**config.mk**
```make
export PLATFORM = sky130hd
export DESIGN_NAME = text_console_cursor_engine_unit
export DESIGN_NICKNAME = d
export VERILOG_FILES = /design/src/sv/tcce_pkg.sv /design/src/sv/tcce_ctrl.sv /design/src/sv/tcce_datapath.sv /design/src/sv/text_console_cursor_engine_unit.sv
export SDC_FILE = /design/constraint.sdc
export NUM_CORES = 1
export LEC_CHECK = 0
export ABC_AREA = 1
export BUFFER_PORTS_ARGS = -buffer_cell sky130_fd_sc_hd__buf_2
export CORE_MARGIN = 2
export CORE_UTILIZATION = 25
export DETAILED_ROUTE_END_ITERATION = 7
export PLACE_DENSITY = 0.46
export SYNTH_ARGS = -nofsm -noshare
export SYNTH_HDL_FRONTEND = slang
export SYNTH_SLANG_ARGS = --single-unit
```
**constraint.sdc**
```tcl
create_clock -name clock -period 5.1 [get_ports clock]
set_input_delay 1.02 -clock clock [delete_from_list [all_inputs] [get_ports clock]]
set_output_delay 1.02 -clock clock [all_outputs]
set_load 0.005 [all_outputs]
```
**src/sv/tcce_pkg.sv**
```systemverilog
// Package for the text console cursor engine: payload structs, codes,
// controller states, command and status structs, and helper functions.
// No dependencies; every other file of the block imports it.
package tcce_pkg;

   localparam int COL_LIMIT = 256;
   localparam int ROW_LIMIT = 256;
   localparam int GRID_CAP = 256;
   localparam int COL_MAX_I = (COL_LIMIT < GRID_CAP) ? COL_LIMIT : GRID_CAP;
   localparam int ROW_MAX_I = (ROW_LIMIT < GRID_CAP) ? ROW_LIMIT : GRID_CAP;
   localparam logic [8:0] COL_MAX = 9'(COL_MAX_I);
   localparam logic [8:0] ROW_MAX = 9'(ROW_MAX_I);

   localparam logic [8:0] COLUMNS_RESET = 9'd80;
   localparam logic [8:0] ROWS_RESET = 9'd25;

   localparam int TAB_PITCH = 4;
   localparam int CLEAR_LEN = 7;

   localparam logic [1:0] CSR_COLUMNS = 2'd0;
   localparam logic [1:0] CSR_ROWS = 2'd1;

   localparam logic [1:0] KIND_DRAW = 2'd0;
   localparam logic [1:0] KIND_SCROLL = 2'd1;
   localparam logic [1:0] KIND_SERIAL = 2'd2;
   localparam logic [1:0] KIND_CLEAR = 2'd3;

   localparam logic MODE_CLEAR = 1'b1;

   localparam logic [7:0] CHAR_BS = 8'h08;
   localparam logic [7:0] CHAR_TAB = 8'h09;
   localparam logic [7:0] CHAR_LF = 8'h0A;
   localparam logic [7:0] CHAR_CR = 8'h0D;
   localparam logic [7:0] CHAR_ESC = 8'h1B;
   localparam logic [7:0] CHAR_SPACE = 8'h20;
   localparam logic [7:0] CHAR_TWO = 8'h32;
   localparam logic [7:0] CHAR_H = 8'h48;
   localparam logic [7:0] CHAR_J = 8'h4A;
   localparam logic [7:0] CHAR_BRACKET = 8'h5B;

   typedef struct packed {
      logic       mode;
      logic [7:0] char_code;
   } req_type;

   typedef struct packed {
      logic [1:0] kind;
      logic [7:0] cell_col;
      logic [7:0] cell_row;
      logic [7:0] code;
      logic       last;
   } rsp_type;

   typedef enum logic [3:0] {
      ST_IDLE,
      ST_CLEAR,
      ST_CLR_SEQ,
      ST_CR,
      ST_LF_SCROLL,
      ST_LF_CR,
      ST_LF_LF,
      ST_BS_DRAW,
      ST_BS_B1,
      ST_BS_SP,
      ST_BS_B2,
      ST_PR_DRAW,
      ST_PR_SERIAL,
      ST_PR_SCROLL
   } state_type;

   typedef enum logic [2:0] {
      CUR_HOLD,
      CUR_HOME,
      CUR_COL_ZERO,
      CUR_COL_DEC,
      CUR_NEXT_LINE,
      CUR_ROW_LAST,
      CUR_ADVANCE
   } cur_op_type;

   typedef enum logic [3:0] {
      EM_NONE,
      EM_CLEAR,
      EM_SEQ,
      EM_SERIAL_CR,
      EM_SERIAL_LF,
      EM_SERIAL_BS,
      EM_SERIAL_SP,
      EM_SERIAL_CODE,
      EM_DRAW_CUR,
      EM_DRAW_BLANK,
      EM_SCROLL
   } emit_type;

   typedef struct packed {
      logic       emit;
      emit_type   sel;
      logic       last;
      cur_op_type cur;
      logic       latch;
      logic       cnt_clr;
      logic       cnt_inc;
   } cmd_type;

   typedef struct packed {
      logic is_clear;
      logic is_cr;
      logic is_lf;
      logic is_bs;
      logic is_tab;
      logic col_zero;
      logic tab_ok;
      logic lf_scroll;
      logic wrap;
      logic more_tab;
      logic tab_item;
      logic seq_end;
      logic out_free;
   } status_type;

   function automatic logic [8:0] grid_size(input logic [8:0] value, input logic [8:0] limit);
      logic [8:0] size;
      size = value;
      if (size == 9'd0) begin
         size = 9'd1;
      end
      if (size > limit) begin
         size = limit;
      end
      return size;
   endfunction

   function automatic logic [7:0] clear_byte(input logic [2:0] idx);
      logic [7:0] byte_val;
      case (idx)
         3'd0: byte_val = CHAR_ESC;
         3'd1: byte_val = CHAR_BRACKET;
         3'd2: byte_val = CHAR_TWO;
         3'd3: byte_val = CHAR_J;
         3'd4: byte_val = CHAR_ESC;
         3'd5: byte_val = CHAR_BRACKET;
         3'd6: byte_val = CHAR_H;
         default: byte_val = 8'h00;
      endcase
      return byte_val;
   endfunction

endpackage

```
**src/sv/tcce_ctrl.sv**
```systemverilog
// Controller state machine of the text console cursor engine.
// Turns datapath status into commands; depends on tcce_pkg.
module tcce_ctrl (
   input  logic                 clock,
   input  logic                 reset,
   input  logic                 req_valid,
   output logic                 req_ready,
   input  tcce_pkg::status_type status,
   output tcce_pkg::cmd_type    cmd
);
   import tcce_pkg::*;

   state_type state_ff;
   state_type state_in;
   logic      accept;
   logic      advance;
   logic      is_other;

   assign accept = (state_ff == ST_IDLE) && req_valid;
   assign advance = (state_ff != ST_IDLE) && status.out_free;
   assign is_other = !status.is_clear && !status.is_cr && !status.is_lf &&
                     !status.is_bs && !status.is_tab;
   assign req_ready = (state_ff == ST_IDLE);

   always_ff @(posedge clock) begin
      if (reset) begin
         state_ff <= ST_IDLE;
      end else begin
         state_ff <= state_in;
      end
   end

   always_comb begin
      state_in = state_ff;
      case (state_ff)
         ST_IDLE: begin
            if (accept) begin
               if (status.is_clear) begin
                  state_in = ST_CLEAR;
               end else if (status.is_cr) begin
                  state_in = ST_CR;
               end else if (status.is_lf) begin
                  state_in = status.lf_scroll ? ST_LF_SCROLL : ST_LF_CR;
               end else if (status.is_bs) begin
                  if (!status.col_zero) begin
                     state_in = ST_BS_DRAW;
                  end
               end else if (status.is_tab) begin
                  if (status.tab_ok) begin
                     state_in = ST_PR_DRAW;
                  end
               end else if (is_other) begin
                  state_in = ST_PR_DRAW;
               end
            end
         end
         ST_CLEAR: if (advance) state_in = ST_CLR_SEQ;
         ST_CLR_SEQ: if (advance && status.seq_end) state_in = ST_IDLE;
         ST_CR: if (advance) state_in = ST_IDLE;
         ST_LF_SCROLL: if (advance) state_in = ST_LF_CR;
         ST_LF_CR: if (advance) state_in = ST_LF_LF;
         ST_LF_LF: if (advance) state_in = ST_IDLE;
         ST_BS_DRAW: if (advance) state_in = ST_BS_B1;
         ST_BS_B1: if (advance) state_in = ST_BS_SP;
         ST_BS_SP: if (advance) state_in = ST_BS_B2;
         ST_BS_B2: if (advance) state_in = ST_IDLE;
         ST_PR_DRAW: if (advance) state_in = ST_PR_SERIAL;
         ST_PR_SERIAL: begin
            if (advance) begin
               if (status.wrap) begin
                  state_in = status.lf_scroll ? ST_PR_SCROLL : ST_IDLE;
               end else if (status.tab_item && status.more_tab) begin
                  state_in = ST_PR_DRAW;
               end else begin
                  state_in = ST_IDLE;
               end
            end
         end
         ST_PR_SCROLL: if (advance) state_in = ST_IDLE;
         default: state_in = ST_IDLE;
      endcase
   end

   always_comb begin
      cmd = '0;
      case (state_ff)
         ST_IDLE: begin
            if (accept) begin
               cmd.latch = 1'b1;
               if (status.is_clear) begin
                  cmd.cur = CUR_HOME;
                  cmd.cnt_clr = 1'b1;
               end else if (status.is_cr) begin
                  cmd.cur = CUR_COL_ZERO;
               end else if (status.is_lf) begin
                  cmd.cur = status.lf_scroll ? CUR_COL_ZERO : CUR_NEXT_LINE;
               end else if (status.is_bs && !status.col_zero) begin
                  cmd.cur = CUR_COL_DEC;
               end
            end
         end
         ST_CLEAR: begin
            cmd.emit = advance;
            cmd.sel = EM_CLEAR;
         end
         ST_CLR_SEQ: begin
            cmd.emit = advance;
            cmd.sel = EM_SEQ;
            cmd.cnt_inc = advance;
            cmd.last = status.seq_end;
         end
         ST_CR: begin
            cmd.emit = advance;
            cmd.sel = EM_SERIAL_CR;
            cmd.last = 1'b1;
         end
         ST_LF_SCROLL: begin
            cmd.emit = advance;
            cmd.sel = EM_SCROLL;
            if (advance) cmd.cur = CUR_ROW_LAST;
         end
         ST_LF_CR: begin
            cmd.emit = advance;
            cmd.sel = EM_SERIAL_CR;
         end
         ST_LF_LF: begin
            cmd.emit = advance;
            cmd.sel = EM_SERIAL_LF;
            cmd.last = 1'b1;
         end
         ST_BS_DRAW: begin
            cmd.emit = advance;
            cmd.sel = EM_DRAW_BLANK;
         end
         ST_BS_B1: begin
            cmd.emit = advance;
            cmd.sel = EM_SERIAL_BS;
         end
         ST_BS_SP: begin
            cmd.emit = advance;
            cmd.sel = EM_SERIAL_SP;
         end
         ST_BS_B2: begin
            cmd.emit = advance;
            cmd.sel = EM_SERIAL_BS;
            cmd.last = 1'b1;
         end
         ST_PR_DRAW: begin
            cmd.emit = advance;
            cmd.sel = EM_DRAW_CUR;
         end
         ST_PR_SERIAL: begin
            cmd.emit = advance;
            cmd.sel = EM_SERIAL_CODE;
            if (status.wrap) begin
               cmd.last = !status.lf_scroll;
               if (advance) cmd.cur = status.lf_scroll ? CUR_COL_ZERO : CUR_NEXT_LINE;
            end else begin
               cmd.last = !(status.tab_item && status.more_tab);
               if (advance) cmd.cur = CUR_ADVANCE;
            end
         end
         ST_PR_SCROLL: begin
            cmd.emit = advance;
            cmd.sel = EM_SCROLL;
            cmd.last = 1'b1;
            if (advance) cmd.cur = CUR_ROW_LAST;
         end
         default: cmd = '0;
      endcase
   end

endmodule

```
**src/sv/tcce_datapath.sv**
```systemverilog
// Datapath of the text console cursor engine: grid registers, cursor,
// latched character, clear sequence counter and the result register.
// Depends on tcce_pkg; driven by tcce_ctrl through cmd_type commands.
module tcce_datapath (
   input  logic                 clock,
   input  logic                 reset,
   input  tcce_pkg::cmd_type    cmd,
   output tcce_pkg::status_type status,
   input  tcce_pkg::req_type    req_data,
   output logic                 rsp_valid,
   input  logic                 rsp_ready,
   output tcce_pkg::rsp_type    rsp_data,
   input  logic                 csr_valid,
   output logic                 csr_ready,
   input  logic [1:0]           csr_index,
   input  logic [8:0]           csr_wdata
);
   import tcce_pkg::*;

   logic [8:0] columns_ff, columns_in;
   logic [8:0] rows_ff, rows_in;
   logic [7:0] col_ff, col_in;
   logic [7:0] row_ff, row_in;
   logic [7:0] code_ff, code_in;
   logic [8:0] stop_ff, stop_in;
   logic       tab_ff, tab_in;
   logic [2:0] cnt_ff, cnt_in;
   logic       rsp_valid_ff, rsp_valid_in;
   rsp_type    rsp_data_ff, rsp_data_in;

   logic [8:0] ncols;
   logic [8:0] nrows;
   logic [8:0] col_ext;
   logic [8:0] col1;
   logic [8:0] row1;
   logic [8:0] stop_new;
   logic       mode_char;

   assign ncols = grid_size(columns_ff, COL_MAX);
   assign nrows = grid_size(rows_ff, ROW_MAX);
   assign col_ext = {1'b0, col_ff};
   assign col1 = col_ext + 9'd1;
   assign row1 = {1'b0, row_ff} + 9'd1;
   assign stop_new = (col_ext + 9'(TAB_PITCH)) & ~(9'(TAB_PITCH) - 9'd1);
   assign mode_char = (req_data.mode != MODE_CLEAR);

   always_comb begin
      status.is_clear = (req_data.mode == MODE_CLEAR);
      status.is_cr = mode_char && (req_data.char_code == CHAR_CR);
      status.is_lf = mode_char && (req_data.char_code == CHAR_LF);
      status.is_bs = mode_char && (req_data.char_code == CHAR_BS);
      status.is_tab = mode_char && (req_data.char_code == CHAR_TAB);
      status.col_zero = (col_ff == 8'd0);
      status.tab_ok = (col_ext < stop_new) && (col_ext < ncols);
      status.lf_scroll = (row1 >= nrows);
      status.wrap = (col1 >= ncols);
      status.more_tab = (col1 < stop_ff);
      status.tab_item = tab_ff;
      status.seq_end = (cnt_ff == 3'(CLEAR_LEN - 1));
      status.out_free = !rsp_valid_ff || rsp_ready;
   end

   always_comb begin
      columns_in = columns_ff;
      rows_in = rows_ff;
      if (csr_valid) begin
         case (csr_index)
            CSR_COLUMNS: columns_in = csr_wdata;
            CSR_ROWS: rows_in = csr_wdata;
            default: ;
         endcase
      end
   end

   always_comb begin
      col_in = col_ff;
      row_in = row_ff;
      case (cmd.cur)
         CUR_HOLD: ;
         CUR_HOME: begin
            col_in = 8'd0;
            row_in = 8'd0;
         end
         CUR_COL_ZERO: col_in = 8'd0;
         CUR_COL_DEC: col_in = col_ff - 8'd1;
         CUR_NEXT_LINE: begin
            col_in = 8'd0;
            row_in = row1[7:0];
         end
         CUR_ROW_LAST: row_in = 8'(nrows - 9'd1);
         CUR_ADVANCE: col_in = col1[7:0];
         default: ;
      endcase
   end

   always_comb begin
      code_in = code_ff;
      stop_in = stop_ff;
      tab_in = tab_ff;
      if (cmd.latch) begin
         code_in = status.is_tab ? CHAR_SPACE : req_data.char_code;
         stop_in = stop_new;
         tab_in = status.is_tab;
      end
      cnt_in = cnt_ff;
      if (cmd.cnt_clr) begin
         cnt_in = 3'd0;
      end else if (cmd.cnt_inc) begin
         cnt_in = cnt_ff + 3'd1;
      end
   end

   always_comb begin
      rsp_data_in = '0;
      rsp_data_in.last = cmd.last;
      case (cmd.sel)
         EM_NONE: ;
         EM_CLEAR: rsp_data_in.kind = KIND_CLEAR;
         EM_SEQ: begin
            rsp_data_in.kind = KIND_SERIAL;
            rsp_data_in.code = clear_byte(cnt_ff);
         end
         EM_SERIAL_CR: begin
            rsp_data_in.kind = KIND_SERIAL;
            rsp_data_in.code = CHAR_CR;
         end
         EM_SERIAL_LF: begin
            rsp_data_in.kind = KIND_SERIAL;
            rsp_data_in.code = CHAR_LF;
         end
         EM_SERIAL_BS: begin
            rsp_data_in.kind = KIND_SERIAL;
            rsp_data_in.code = CHAR_BS;
         end
         EM_SERIAL_SP: begin
            rsp_data_in.kind = KIND_SERIAL;
            rsp_data_in.code = CHAR_SPACE;
         end
         EM_SERIAL_CODE: begin
            rsp_data_in.kind = KIND_SERIAL;
            rsp_data_in.code = code_ff;
         end
         EM_DRAW_CUR: begin
            rsp_data_in.kind = KIND_DRAW;
            rsp_data_in.cell_col = col_ff;
            rsp_data_in.cell_row = row_ff;
            rsp_data_in.code = code_ff;
         end
         EM_DRAW_BLANK: begin
            rsp_data_in.kind = KIND_DRAW;
            rsp_data_in.cell_col = col_ff;
            rsp_data_in.cell_row = row_ff;
            rsp_data_in.code = CHAR_SPACE;
         end
         EM_SCROLL: rsp_data_in.kind = KIND_SCROLL;
         default: ;
      endcase
      if (!cmd.emit) begin
         rsp_data_in = rsp_data_ff;
      end
      if (cmd.emit) begin
         rsp_valid_in = 1'b1;
      end else if (rsp_ready) begin
         rsp_valid_in = 1'b0;
      end else begin
         rsp_valid_in = rsp_valid_ff;
      end
   end

   always_ff @(posedge clock) begin
      if (reset) begin
         columns_ff <= COLUMNS_RESET;
         rows_ff <= ROWS_RESET;
         col_ff <= 8'd0;
         row_ff <= 8'd0;
         rsp_valid_ff <= 1'b0;
         cnt_ff <= 3'd0;
         tab_ff <= 1'b0;
      end else begin
         columns_ff <= columns_in;
         rows_ff <= rows_in;
         col_ff <= col_in;
         row_ff <= row_in;
         rsp_valid_ff <= rsp_valid_in;
         cnt_ff <= cnt_in;
         tab_ff <= tab_in;
      end
   end

   always_ff @(posedge clock) begin
      code_ff <= code_in;
      stop_ff <= stop_in;
      rsp_data_ff <= rsp_data_in;
   end

   assign csr_ready = 1'b1;
   assign rsp_valid = rsp_valid_ff;
   assign rsp_data = rsp_data_ff;

endmodule

```
**src/sv/text_console_cursor_engine_unit.sv**
```systemverilog
// Top level of the text console cursor engine: controller plus datapath.
// Depends on tcce_pkg, tcce_ctrl and tcce_datapath.
//
//   Channel  Direction  Handshake              Payload
//   req_     in         req_valid/req_ready    req_type: mode, char_code
//   rsp_     out        rsp_valid/rsp_ready    rsp_type: kind, cell, code, last
//   csr_     in         csr_valid/csr_ready    csr_index, csr_wdata (9 bits)
//
// A request is accepted in the idle state and then emits its results in order:
// two or three results for a printed byte, up to nine for a tab, eight for a clear.
// Results leave one per cycle, unless rsp_ready stalls, through a single output
// register, which is the limiting unit; the next request is taken as soon as the
// last result is in that register. Requests that cause no result keep it idle.
// Synchronous reset homes the cursor and loads an 80 by 25 grid.
// A stalled rsp_ready holds the current result and stops the sequencer.
module text_console_cursor_engine_unit (
   input  logic              clock,
   input  logic              reset,
   input  logic              req_valid,
   output logic              req_ready,
   input  tcce_pkg::req_type req_data,
   output logic              rsp_valid,
   input  logic              rsp_ready,
   output tcce_pkg::rsp_type rsp_data,
   input  logic              csr_valid,
   output logic              csr_ready,
   input  logic [1:0]        csr_index,
   input  logic [8:0]        csr_wdata
);
   import tcce_pkg::*;

   cmd_type    cmd;
   status_type status;

   tcce_ctrl u_ctrl (
      .clock     (clock),
      .reset     (reset),
      .req_valid (req_valid),
      .req_ready (req_ready),
      .status    (status),
      .cmd       (cmd)
   );

   tcce_datapath u_datapath (
      .clock     (clock),
      .reset     (reset),
      .cmd       (cmd),
      .status    (status),
      .req_data  (req_data),
      .rsp_valid (rsp_valid),
      .rsp_ready (rsp_ready),
      .rsp_data  (rsp_data),
      .csr_valid (csr_valid),
      .csr_ready (csr_ready),
      .csr_index (csr_index),
      .csr_wdata (csr_wdata)
   );

endmodule

```
==> results.toml <==
[grt]
grt_antenna_before_repair = 0
grt_first_pass_wirelength_mm = 24.3
grt-ovfl-total = 0
grt_use_total_pct = 12.9
grt_max_degree = 29
grt_pass1_vias = 4825

[power]
ir_drop_mv = 0.156
p_leak_nw = 2.89
finalPower_mw = 2.77
combPwrFrac_pct = 34.7
p_switching_mw = 1.01
swShare_pct = 36.4
p_clk_share_pct = 29.4
p_per_area_nw_per_um2 = 427
p_int_mw = 1.76
seq_power_share_pct = 35.9

[clock_network]
h-tree-depth = 3
clockRootBuffer = "clkbuf_16"
clock_path_buffers = 2
cts.clk_slew.worst_paths_ns = 0.06
post_cts_buffers = 0
cts_buffers = 9
clock_sinks = 85
clk_latency_ns = 0.36
cts_resized = 0
cts_hold_buf = 0
cts_tree = "built"

[yosys]
syn_area_per_cell_um2 = 7.39
synth-seq-area-share_pct = 38.1
ys.flop_type = "dfxtp_1"
netlist_top_cells_count = "nand2_1, nor2_1, inv_1"
synth.distinct_cells = 44
yosysWarnings = 0
synth-async-reset-ratio_pct = 0
synth_edf_count = 42
synth.area.top_cells = "edfxtp_1, dfxtp_1, nand2_1"
syn_inst = 753
synth.most_common_cell = "nand2_1"
synthesis.nets = 825
ys_ff_latch = 85
synthDominantCellAreaShare_pct = 22.7
syn_area_um2 = 5570
synth_largest_area_cell = "edfxtp_1"

[setup_path]
critPathCaptureType = "register"
worst_ep_required_time_ns = 5.32
rr_worst_depth = 20
critPathArrivalTime_ns = 3.63
startpoint_type = "register"
crit_type = "reg -> reg"
crit_fanout = 9

[floorplan]
die_area_um2 = 23500
die_x_um = 153
die_h_um = 153
design.core.area_um2 = 21800
ios = 55
start_util_pct = 25.5
rows = 54

[cells_and_area]
multiInputGateArea_um2 = 2980
areaGrowthSynthToFinish_pct = 16.6
final_nets = 875
diodes = 0
drive_gt1_share_pct = 14.2
fill_cells = 2391
postLayoutCoreUtil_pct = 29.7
seqCellArea_um2 = 2120

[detailed_routing]
drtAntennaViolNets = 0
post_drt_via_cell_ratio = 4.44
vias = 4831
drt_iter0_drc = 303
remaining_drc_errors = 0
first_pass_iters = 4
detail_route.wirelength_mm = 14.4
post_drt_wl_per_cell_um = 13.3

[timing]
clock.fmax_mhz = 293
finalSetupViolations = 0
fin_crit_ns = 3.41
skew_ns = 0.0137
worst_slew_pin_slew_ns = 0.954
slew_viol_final = 0
fin_crit_sh_pct = 66.9
max_slew_margin_pct = 34.7
grt_setup_unrepaired = "false"
finalHoldViolations = 0
finalSetupTns_ns = 0

[min_path]
hold_class = "reg -> reg"
whs_path_depth = 2

[place]
gp_congestion = 0.836
hpwl_mm = 11.3
numPortBuffers = 53

[status]
status = "completed"

[flow_run]
max_cap_viol_count = 0
-- worst max-delay path, cell delays in order (launching register included) --
cell and delay, ns:
dfxtp_1 0.54, ha_1 0.26, nand2_1 0.12, nor2_1 0.16, nand2_1 0.08, nand2_1 0.08
nor2_1 0.04, a21oi_1 0.29, ha_1 0.32, nand2_1 0.08, a21oi_1 0.05, nor2_1 0.09
nand4_1 0.22, nand2_1 0.13, nand2_1 0.05, nand2_1 0.16, inv_1 0.08, nand3_1 0.15
inv_1 0.14, a21oi_1 0.16, a21oi_1 0.07
-- final cells by class --
| class | count | share of cell area (%) |
|---|---|---|
| Multi-Input combinational cell | 548 | 45.9 |
| Sequential cell | 85 | 32.7 |
| Inverter | 105 | 6.07 |
| Tap cell | 280 | 5.40 |
| Timing Repair Buffer | 54 | 4.20 |
| Clock buffer | 12 | 4.13 |
| Clock inverter | 4 | 1.56 |
-- placed cells by master (no fill, tap or decap), types with 2 or more instances in the layout --
cell type    n
nand2_1    167
ha_1        47
or2_2        5
nor3_1       9
bufinv_16    3
o21ai_1      6
nand3_1     35
nand2_4      2
nand4_1      7
clkinv_1     2
xnor2_1      3
nor2_1     119
a21oi_1     47
inv_1       93
edfxtp_1    42
a2111oi_0    2
nor2_2       6
xor2_1      13
o21ai_0     35
nor2_4       7
nand2_2     11
clkbuf_16   10
inv_2       10
dfxtp_1     43
nor4_1       5
buf_2       53
a31oi_1      2
o211ai_1     5
-- flip-flops by register name (all words and copies together) (netlist names) --
register / cells
u_datapath.col_ff: 8
u_datapath.tab_ff: 1
u_datapath.stop_ff: 7
u_datapath.rsp_data: 27
u_datapath.code_ff: 8
u_datapath.row_ff: 8
u_ctrl.state_ff: 4
u_datapath.rsp_valid: 1
u_datapath.rows_ff: 9
u_datapath.columns_ff: 9
u_datapath.cnt_ff: 3
-- metrics by stage --
stage / hold WS, ns / instance area, µm² / setup slack [ns] / std cells
3_3_place_gp: 0.459 / 6120 / 1.71 / 1072
6_report: 0.470 / 6490 / 1.69 / 1088
5_1_grt: 0.515 / 6490 / 1.17 / 1088
2_1_floorplan: 0.438 / 5570 / 2.06 / 753
3_5_place_dp: 0.463 / 6120 / 1.69 / 1072
4_1_cts: 0.478 / 6490 / 1.65 / 1088
-- final timing paths --
| kind | startpoint | endpoint | slack (ns) |
|---|---|---|---|
| max | u_datapath.col_ff[2] | u_datapath.row_ff[1] | 1.69 |
| min | u_datapath.rows_ff[0] | u_datapath.rows_ff[0] | 0.47 |
| max reg2reg | u_datapath.col_ff[2] | u_datapath.row_ff[1] | 1.69 |
| min reg2reg | u_datapath.rows_ff[0] | u_datapath.rows_ff[0] | 0.47 |
-- metal layers --
layer / vias up / wire [µm] / GRT usage, % / part of all wire, %
met1: 2195 / 7030 / 17.2 / 49
li1: 2538 / - / - / -
met3: 15 / 632 / 2.44 / 4.4
met2: 83 / 6540 / 20.9 / 45
met4: 0 / 221 / 4.37 / 1.5
met5: - / 0 / 0 / 0
-- kinds of logic after synthesis --
group	Yosys count	share of synthesized area (%)
and+or+nand+nor	376	29.3
buffers and inverters	120	8.52
AOI/OAI and AO/OA	108	10.9
DFF	85	38.1
adders and majority gates	47	10.6
xor gates and xnor gates	16	2.52
other	1	0.0674
-- power groups by stage --
stage               registers, mW  logic (mW)  clock network, mW
floorplan                    1.00       0.668                  0
global placement             1.01       0.978                  0
detailed placement           1.01       0.972                  0
CTS                         0.998       0.977              0.841
global route                 1.02        1.11              0.862
finish                      0.995       0.961              0.815
No activity file was read; power rests on OpenSTA's default activity.
